### config.mk
export PLATFORM = sky130hd
export DESIGN_NAME = rgb_to_grey_converter_core_flat
export DESIGN_NICKNAME = d
export VERILOG_FILES = /design/src/design/rgc_pkg.sv /design/src/design/rgc_if.sv /design/src/design/rgc_grey_unit.sv /design/src/design/rgc_extrema.sv /design/src/design/rgb_to_grey_converter_core.sv /design/src/flat_wrapper.sv
export SDC_FILE = /design/constraint.sdc
export NUM_CORES = 1
export LEC_CHECK = 0
export BUFFER_PORTS_ARGS = -buffer_cell sky130_fd_sc_hd__clkbuf_2
export CAP_MARGIN = 20
export CORE_MARGIN = 3
export CORE_UTILIZATION = 35
export CTS_BUF_LIST = sky130_fd_sc_hd__clkbuf_4
export DETAILED_ROUTE_END_ITERATION = 12
export MAX_ROUTING_LAYER = met4
export SLEW_MARGIN = 20
export SYNTH_ARGS = -nofsm -noshare
export SYNTH_HDL_FRONTEND = slang
export SYNTH_SLANG_ARGS = --single-unit
### constraint.sdc
create_clock -name clk -period 7.8 [get_ports clk]
set_input_delay 1.17 -clock clk [delete_from_list [all_inputs] [get_ports clk]]
set_output_delay 1.17 -clock clk [all_outputs]
set_load 0.1 [all_outputs]
### src/design/rgc_pkg.sv
`default_nettype none
// -----------------------------------------------------------------------------
// rgc_pkg
// Shared types and constants of the RGB to grey converter.
// -----------------------------------------------------------------------------
package rgc_pkg;

	typedef logic [7:0]  chan_t;
	typedef logic [15:0] grey_t;
	typedef logic [1:0]  method_t;

	// grey method codes; the unused code falls back to luminosity
	localparam method_t METHOD_LUM   = 2'd0;
	localparam method_t METHOD_AVG   = 2'd1;
	localparam method_t METHOD_LIGHT = 2'd2;

	// Q0.16 luminosity weights, sized to their products with an 8-bit channel
	localparam logic [21:0] LUM_COEF_R = 22'd13763;
	localparam logic [23:0] LUM_COEF_G = 24'd46531;
	localparam logic [20:0] LUM_COEF_B = 21'd4588;

	// floor(x/3) = (x*683) >> 11 for x up to 765
	localparam logic [9:0] AVG_RECIP = 10'd683;
	localparam int         AVG_SHIFT = 11;

	// floor(256*k/3) for remainders one and two
	localparam chan_t AVG_FRAC_1 = 8'd85;
	localparam chan_t AVG_FRAC_2 = 8'd170;

	localparam grey_t GREY_FULL_SCALE = 16'hFF00;

	// registered input item
	typedef struct packed {
		chan_t   red;
		chan_t   green;
		chan_t   blue;
		logic    first;
		method_t method;
	} pix_item_t;

	// weighted products and channel sum/extremes
	typedef struct packed {
		logic [21:0] prod_r;
		logic [23:0] prod_g;
		logic [20:0] prod_b;
		logic [9:0]  sum;
		chan_t       hi;
		chan_t       lo;
		method_t     method;
		logic        first;
	} prod_item_t;

	// grey level on its way to the extrema stage
	typedef struct packed {
		grey_t grey;
		logic  first;
	} grey_item_t;

	// result item
	typedef struct packed {
		grey_t grey;
		grey_t min;
		grey_t max;
	} res_item_t;

endpackage : rgc_pkg
`default_nettype wire

### src/design/rgc_if.sv
`default_nettype none
// -----------------------------------------------------------------------------
// rgc_if
// Valid/ready channels of the RGB to grey converter: pixel in, result out and
// the method register write.
// -----------------------------------------------------------------------------
interface rgc_pix_if import rgc_pkg::*; ();
	logic  valid;
	logic  ready;
	chan_t red;
	chan_t green;
	chan_t blue;
	logic  first_of_image;

	modport source (output valid, red, green, blue, first_of_image, input ready);
	modport sink   (input valid, red, green, blue, first_of_image, output ready);
endinterface : rgc_pix_if

interface rgc_res_if import rgc_pkg::*; ();
	logic  valid;
	logic  ready;
	grey_t grey_level;
	grey_t image_min;
	grey_t image_max;

	modport source (output valid, grey_level, image_min, image_max, input ready);
	modport sink   (input valid, grey_level, image_min, image_max, output ready);
endinterface : rgc_res_if

interface rgc_cfg_if import rgc_pkg::*; ();
	logic    valid;
	logic    ready;
	method_t grey_method;

	modport source (output valid, grey_method, input ready);
	modport sink   (input valid, grey_method, output ready);
endinterface : rgc_cfg_if
`default_nettype wire

### src/design/rgc_grey_unit.sv
`default_nettype none
// -----------------------------------------------------------------------------
// rgc_grey_unit
// Two pipeline stages: weighted products and channel sum/extremes, then the
// grey level of the selected method.
// -----------------------------------------------------------------------------
module rgc_grey_unit import rgc_pkg::*; (
	input  wire logic       clk,
	input  wire logic       arst_n,
	input  wire logic       in_valid,
	input  wire pix_item_t  in_item,
	output logic            in_ready,
	output logic            out_valid,
	output grey_item_t      out_item,
	input  wire logic       out_ready
);

	logic       v_s2;
	prod_item_t item_s2;
	logic       en_s2;
	prod_item_t prod_d;

	logic       v_s3;
	grey_item_t item_s3;
	logic       en_s3;

	logic [23:0] lum_sum;
	logic [19:0] avg_prod;
	chan_t       avg_quot;
	logic [9:0]  avg_rem;
	chan_t       avg_frac;
	logic [8:0]  light_sum;
	grey_t       grey_d;

	// stage 2: products, sum, max and min
	always_comb begin
		prod_d.prod_r = LUM_COEF_R * 22'(in_item.red);
		prod_d.prod_g = LUM_COEF_G * 24'(in_item.green);
		prod_d.prod_b = LUM_COEF_B * 21'(in_item.blue);
		prod_d.sum    = 10'(in_item.red) + 10'(in_item.green) + 10'(in_item.blue);
		prod_d.hi     = (in_item.red > in_item.green) ? in_item.red : in_item.green;
		if (in_item.blue > prod_d.hi) begin
			prod_d.hi = in_item.blue;
		end
		prod_d.lo     = (in_item.red < in_item.green) ? in_item.red : in_item.green;
		if (in_item.blue < prod_d.lo) begin
			prod_d.lo = in_item.blue;
		end
		prod_d.method = in_item.method;
		prod_d.first  = in_item.first;
	end

	assign en_s2    = !v_s2 || en_s3;
	assign in_ready = en_s2;

	always_ff @(posedge clk or negedge arst_n) begin
		if (!arst_n) begin
			v_s2 <= 1'b0;
		end else if (en_s2) begin
			v_s2 <= in_valid;
		end
	end

	always_ff @(posedge clk) begin
		if (en_s2 && in_valid) begin
			item_s2 <= prod_d;
		end
	end

	// stage 3: pick the method
	always_comb begin
		lum_sum   = 24'(item_s2.prod_r) + item_s2.prod_g + 24'(item_s2.prod_b);
		avg_prod  = 20'(item_s2.sum) * 20'(AVG_RECIP);
		avg_quot  = avg_prod[AVG_SHIFT +: 8];
		avg_rem   = item_s2.sum - ({2'b00, avg_quot} + {1'b0, avg_quot, 1'b0});
		case (avg_rem[1:0])
			2'd1:    avg_frac = AVG_FRAC_1;
			2'd2:    avg_frac = AVG_FRAC_2;
			default: avg_frac = 8'd0;
		endcase
		light_sum = 9'(item_s2.hi) + 9'(item_s2.lo);
		case (item_s2.method)
			METHOD_AVG:   grey_d = {avg_quot, avg_frac};
			METHOD_LIGHT: grey_d = {light_sum, 7'd0};
			default:      grey_d = lum_sum[23:8];
		endcase
	end

	assign en_s3 = !v_s3 || out_ready;

	always_ff @(posedge clk or negedge arst_n) begin
		if (!arst_n) begin
			v_s3 <= 1'b0;
		end else if (en_s3) begin
			v_s3 <= v_s2;
		end
	end

	always_ff @(posedge clk) begin
		if (en_s3 && v_s2) begin
			item_s3.grey  <= grey_d;
			item_s3.first <= item_s2.first;
		end
	end

	assign out_valid = v_s3;
	assign out_item  = item_s3;

`ifndef SYNTHESIS
	// a stalled stage keeps its item
	a_s3_hold: assert property (@(posedge clk) disable iff (!arst_n)
		v_s3 && !out_ready |=> v_s3 && $stable(item_s3))
		else $error("grey stage lost a stalled item");

	// lightness is a multiple of one half
	a_light_half: assert property (@(posedge clk) disable iff (!arst_n)
		en_s3 && v_s2 && item_s2.method == METHOD_LIGHT |=> item_s3.grey[6:0] == 7'd0)
		else $error("lightness result not a multiple of 0.5");

	// average never exceeds full scale
	a_avg_range: assert property (@(posedge clk) disable iff (!arst_n)
		en_s3 && v_s2 && item_s2.method == METHOD_AVG |=> item_s3.grey <= GREY_FULL_SCALE)
		else $error("average above full scale");
`endif

endmodule : rgc_grey_unit
`default_nettype wire

### src/design/rgc_extrema.sv
`default_nettype none
// -----------------------------------------------------------------------------
// rgc_extrema
// Result register; its min and max fields are the running extremes of the
// current image.
// -----------------------------------------------------------------------------
module rgc_extrema import rgc_pkg::*; (
	input  wire logic       clk,
	input  wire logic       arst_n,
	input  wire logic       in_valid,
	input  wire grey_item_t in_item,
	output logic            in_ready,
	output logic            out_valid,
	output res_item_t       out_item,
	input  wire logic       out_ready
);

	logic  valid_q;
	grey_t grey_q;
	grey_t min_q;
	grey_t max_q;
	logic  load;
	grey_t min_d;
	grey_t max_d;

	assign in_ready = !valid_q || out_ready;
	assign load     = in_ready && in_valid;

	always_comb begin
		if (in_item.first) begin
			min_d = in_item.grey;
			max_d = in_item.grey;
		end else begin
			min_d = (in_item.grey < min_q) ? in_item.grey : min_q;
			max_d = (in_item.grey > max_q) ? in_item.grey : max_q;
		end
	end

	always_ff @(posedge clk or negedge arst_n) begin
		if (!arst_n) begin
			valid_q <= 1'b0;
			min_q   <= GREY_FULL_SCALE;
			max_q   <= 16'd0;
		end else begin
			if (in_ready) begin
				valid_q <= in_valid;
			end
			if (load) begin
				min_q <= min_d;
				max_q <= max_d;
			end
		end
	end

	always_ff @(posedge clk) begin
		if (load) begin
			grey_q <= in_item.grey;
		end
	end

	assign out_valid     = valid_q;
	assign out_item.grey = grey_q;
	assign out_item.min  = min_q;
	assign out_item.max  = max_q;

`ifndef SYNTHESIS
	a_bracket: assert property (@(posedge clk) disable iff (!arst_n)
		valid_q |-> min_q <= grey_q && grey_q <= max_q)
		else $error("grey level outside running extremes");

	a_restart: assert property (@(posedge clk) disable iff (!arst_n)
		load && in_item.first |=> min_q == grey_q && max_q == grey_q)
		else $error("first item did not restart extremes");

	a_monotone: assert property (@(posedge clk) disable iff (!arst_n)
		load && !in_item.first |=> min_q <= $past(min_q) && max_q >= $past(max_q))
		else $error("running extremes moved the wrong way");
`endif

endmodule : rgc_extrema
`default_nettype wire

### src/design/rgb_to_grey_converter_core.sv
`default_nettype none
// -----------------------------------------------------------------------------
// rgb_to_grey_converter_core
// RGB pixel to Q8.8 grey level, with running image minimum and maximum.
// -----------------------------------------------------------------------------
// One pixel is taken per clock while the pipeline is not stalled, and its result
// passes the input register, product stage, method stage and result
// register; the four registers stall independently, so empty stages fill
// while the result side is held. The method register is sampled with each
// pixel: 0 luminosity, 1 average, 2 lightness, 3 behaves as luminosity. After
// reset the running minimum is 255.0 and the maximum 0.0; each pixel widens
// them, and a pixel flagged as first of image restarts both at its own grey level.
module rgb_to_grey_converter_core import rgc_pkg::*; (
	input  wire logic clk,
	input  wire logic arst_n,
	rgc_cfg_if.sink   cfg,
	rgc_pix_if.sink   pix,
	rgc_res_if.source res
);

	method_t    method_q;
	logic       v_s1;
	pix_item_t  item_s1;
	logic       en_s1;
	logic       gu_in_ready;
	logic       gu_out_valid;
	grey_item_t gu_out_item;
	logic       ex_in_ready;
	res_item_t  ex_out_item;

	assign cfg.ready = 1'b1;

	always_ff @(posedge clk or negedge arst_n) begin
		if (!arst_n) begin
			method_q <= METHOD_LUM;
		end else if (cfg.valid) begin
			method_q <= cfg.grey_method;
		end
	end

	assign en_s1     = !v_s1 || gu_in_ready;
	assign pix.ready = en_s1;

	always_ff @(posedge clk or negedge arst_n) begin
		if (!arst_n) begin
			v_s1 <= 1'b0;
		end else if (en_s1) begin
			v_s1 <= pix.valid;
		end
	end

	always_ff @(posedge clk) begin
		if (en_s1 && pix.valid) begin
			item_s1.red    <= pix.red;
			item_s1.green  <= pix.green;
			item_s1.blue   <= pix.blue;
			item_s1.first  <= pix.first_of_image;
			item_s1.method <= method_q;
		end
	end

	rgc_grey_unit u_grey (
		.clk       (clk),
		.arst_n    (arst_n),
		.in_valid  (v_s1),
		.in_item   (item_s1),
		.in_ready  (gu_in_ready),
		.out_valid (gu_out_valid),
		.out_item  (gu_out_item),
		.out_ready (ex_in_ready)
	);

	rgc_extrema u_extrema (
		.clk       (clk),
		.arst_n    (arst_n),
		.in_valid  (gu_out_valid),
		.in_item   (gu_out_item),
		.in_ready  (ex_in_ready),
		.out_valid (res.valid),
		.out_item  (ex_out_item),
		.out_ready (res.ready)
	);

	assign res.grey_level = ex_out_item.grey;
	assign res.image_min  = ex_out_item.min;
	assign res.image_max  = ex_out_item.max;

endmodule : rgb_to_grey_converter_core
`default_nettype wire
### src/flat_wrapper.sv
// flat-port wrapper written by rule: the top's interface ports become plain ports
module rgb_to_grey_converter_core_flat import rgc_pkg::*;
  (clk, arst_n, cfg_valid, cfg_grey_method, cfg_ready, pix_valid, pix_red, pix_green, pix_blue, pix_first_of_image, pix_ready, res_valid, res_grey_level, res_image_min, res_image_max, res_ready);
  rgc_cfg_if cfg_i ();
  rgc_pix_if pix_i ();
  rgc_res_if res_i ();
  input  wire logic clk;
  input  wire logic arst_n;
  input wire logic [$bits(cfg_i.valid)-1:0] cfg_valid;
  input wire logic [$bits(cfg_i.grey_method)-1:0] cfg_grey_method;
  output wire logic [$bits(cfg_i.ready)-1:0] cfg_ready;
  input wire logic [$bits(pix_i.valid)-1:0] pix_valid;
  input wire logic [$bits(pix_i.red)-1:0] pix_red;
  input wire logic [$bits(pix_i.green)-1:0] pix_green;
  input wire logic [$bits(pix_i.blue)-1:0] pix_blue;
  input wire logic [$bits(pix_i.first_of_image)-1:0] pix_first_of_image;
  output wire logic [$bits(pix_i.ready)-1:0] pix_ready;
  output wire logic [$bits(res_i.valid)-1:0] res_valid;
  output wire logic [$bits(res_i.grey_level)-1:0] res_grey_level;
  output wire logic [$bits(res_i.image_min)-1:0] res_image_min;
  output wire logic [$bits(res_i.image_max)-1:0] res_image_max;
  input wire logic [$bits(res_i.ready)-1:0] res_ready;
  assign cfg_i.valid = cfg_valid;
  assign cfg_i.grey_method = cfg_grey_method;
  assign cfg_ready = cfg_i.ready;
  assign pix_i.valid = pix_valid;
  assign pix_i.red = pix_red;
  assign pix_i.green = pix_green;
  assign pix_i.blue = pix_blue;
  assign pix_i.first_of_image = pix_first_of_image;
  assign pix_ready = pix_i.ready;
  assign res_valid = res_i.valid;
  assign res_grey_level = res_i.grey_level;
  assign res_image_min = res_i.image_min;
  assign res_image_max = res_i.image_max;
  assign res_i.ready = res_ready;
  rgb_to_grey_converter_core u_core (.clk(clk), .arst_n(arst_n), .cfg(cfg_i), .pix(pix_i), .res(res_i));
endmodule
==> metrics.csv <==
metric;value;unit
root buffer cell;clkbuf_4;
Setup crit start kind;register;
EDFF count, synth;154;
FF-to-FF path depth;21;
Slew @ Worst Pin;1.10;ns
First DRT Iteration DRCs;1003;
post-route cell area;19300;um2
CP Class;register to register;
ys flop type;edfxtp_1;
CTS Buf Count;17;
HP Start;u_core.item_s1[2]$_DFFE_PP_;
CP Max Fanout;4;
status;finished clean;
grt total ovfl;0;
GR Util met3;0.0232;
TNS Setup;0;ns
Initial Util;0.355;
instance count of the mapped netlist;1618;
Final Max Tran Viols;0;
Num Clock Sinks;192;
syn_nets;2091;
hold crit path type;register to register;
hpwl dp;34.2;mm
RSZ-0062 raised after global routing;false;
Setup Skew;0.0390;ns
final wirelength;42.5;mm
Distinct cells, synth;82;
Avg Cell Area, Syn;11.0;um2
I/O Pins;83;
commonest non-fill, non-tap cells in the layout;ha_1, inv_1, edfxtp_1, fa_1, clkbuf_2;
antenna violations before repair;2;
CTS tree;done;
number of max-capacitance violations reported;0;
period utilization;0.738;
largest net degree at the start of global routing;56;
sequential area share after synthesis;0.314;
RR Startpoint;u_core.u_grey.item_s2[25]$_DFFE_PP_;
placed insts;2355;
Post-Syn Area;17800;um2
Final Hold Fails;0;
die area;53600;um2
Arr. time, crit path;6.22;ns
IO buf count;81;
slew margin rel.;0.268;
met2 Usage GRT;0.258;
commonest non-fill, non-tap cell in the layout;ha_1;
Clk pin slew, worst setup/hold paths;0.17;ns
post-DR wirelength/cell;17.8;um
drt first pass iters;5;
FP Rows;82;
Final setup viols;0;
hold path endpoint;u_core.u_grey.item_s2[0]$_DFFE_PP_;
Post-DP Area;19000;um2
Max Freq;0.174;GHz
Core Region;50200;um2
Final nets;2176;
met1 Use GR;0.229;
GPL Wtd Cong;0.891;
Hold Path Cell Cnt;0;
cts hold-fix bufs;0;
share of cells above drive strength 1;0.0985;
Synth async-reset ratio;0.198;
GR Util All Layers;0.166;
CTS Buffer Depth;2;
number of setup buffers added after CTS;0;
vias;12400;
DRC errors left;0;
first-pass GRT wire length;67.6;mm
WHS;0.448;ns
Die H;232;um
CP Capture Type;register;
routed vias/inst;5.18;
Synth Register Bits;192;
YS warnings;0;
Die X;232;um
Synth-to-Final Area Change;8.20;%
Critical R2R Capture;u_core.u_grey.out_item[8]$_DFFE_PP_;
DRT antenna net count;0;
vias in the first global route;12400;
R2R setup slack;2.04;ns
fin crit period;5.76;ns
busiest grt layer;met2;
cts repair resizes;0;
Non-Filler Instances;2391;
H-tree Lvls;4;
clock latency on the worst-skew pair;0.68;ns
Worst EP required;8.27;ns
[metrics by stage]
step / setup slack (ns) / utilization
2_1_floorplan: 2.37 / -
3_3_place_gp: 2.07 / 0.379
3_5_place_dp: 2.02 / 0.379
4_1_cts: 2.03 / 0.384
5_1_grt: 1.71 / 0.384
6_report: 2.04 / 0.384
[cell usage after synthesis (all sizes together), types with 8 or more instances]
cell type | n | area, um2
a211o | 9 | 78.8
a21o | 34 | 255
a21oi | 75 | 387
a221oi | 21 | 190
a31oi | 23 | 144
and3 | 28 | 180
clkbuf | 21 | 78.8
dfrtp | 30 | 751
dfstp | 8 | 210
edfxtp | 154 | 4620
fa | 124 | 2480
ha | 317 | 3970
inv | 249 | 935
mux2 | 19 | 214
mux2i | 20 | 200
nand2 | 36 | 135
nand2b | 12 | 75.1
nand3 | 68 | 340
nor2 | 71 | 267
nor2b | 14 | 87.6
nor3 | 23 | 120
o2111ai | 16 | 140
o21a | 16 | 120
o21ai | 35 | 179
o21bai | 11 | 82.6
or2 | 9 | 56.3
or3 | 8 | 50.1
xnor2 | 54 | 473
xor2 | 28 | 245
[worst max-delay path: stages (launching register included)]
cell and delay, ns:
edfxtp_1 0.53, ha_1 0.34, ha_1 0.35, fa_1 0.56
inv_1 0.06, fa_1 0.48, fa_1 0.51, inv_1 0.04
ha_1 0.31, and4_1 0.19, o21ai_1 0.12, o21ai_2 0.10
a21oi_4 0.19, xnor2_1 0.17, ha_1 0.28, ha_1 0.18
nor2_1 0.12, xnor2_1 0.14, xnor3_1 0.25, xor2_1 0.18
and3_4 0.21, a221o_1 0.26
[logic make-up (layout without fill, tap and decap cells)]
logic type,count (synthesis),count (layout),share of synthesized area
simple gates,295,295,0.0844
xor+xnor,83,83,0.0416
compound gates,291,291,0.116
fa+ha+maj,441,441,0.362
other cells,1,5,0.000211
buf+inv,276,373,0.0589
flops,192,192,0.314
mux,39,39,0.0233
[flip-flops by register name (all words and copies together), names as in the netlist]
| name | flops |
|---|---|
| u_core.u_extrema.min_q | 16 |
| u_core.u_extrema.grey_q | 16 |
| u_core.u_grey.out_item | 17 |
| u_core.item_s1 | 27 |
| u_core.v_s1 | 1 |
| u_core.u_grey.v_s2 | 1 |
| u_core.method_q | 2 |
| u_core.u_extrema.out_valid | 1 |
| u_core.u_extrema.max_q | 16 |
| u_core.u_grey.out_valid | 1 |
| u_core.u_grey.item_s2 | 94 |
[worst max-delay path by stage]
| stage | from | end | depth (start not counted) |
|---|---|---|---|
| after floorplan | u_core.u_grey.item_s2[24]$_DFFE_PP_ | u_core.u_grey.out_item[8]$_DFFE_PP_ | 23 |
| after global placement | u_core.u_grey.item_s2[25]$_DFFE_PP_ | u_core.u_grey.out_item[8]$_DFFE_PP_ | 21 |
| after detailed placement | u_core.u_grey.item_s2[25]$_DFFE_PP_ | u_core.u_grey.out_item[8]$_DFFE_PP_ | 21 |
| after CTS | u_core.u_grey.item_s2[25]$_DFFE_PP_ | u_core.u_grey.out_item[1]$_DFFE_PP_ | 21 |
| after global routing | u_core.u_grey.item_s2[25]$_DFFE_PP_ | u_core.u_grey.out_item[8]$_DFFE_PP_ | 21 |
| final | u_core.u_grey.item_s2[25]$_DFFE_PP_ | u_core.u_grey.out_item[8]$_DFFE_PP_ | 21 |
[per-layer routing]
| layer | part of all wire | routed length (um) |
|---|---|---|
| met2 | 0.46 | 19600 |
| met4 | 0.020 | 858 |
| met3 | 0.041 | 1720 |
| met5 | 0 | 0 |
| met1 | 0.48 | 20400 |
[cell type report]
class	count	area, um2
Fill cell	4866	30900
Multi-Input combinational cell	1150	11200
Sequential cell	192	5590
Inverter	249	935
Tap cell	672	841
Timing Repair Buffer	93	495
Clock buffer	22	165
Clock inverter	9	62.6
Antenna cell	4	10.0
Power is left out: the tool's default activity adds up to more than one toggle a clock period on the data nets, which glitch-free logic cannot reach.
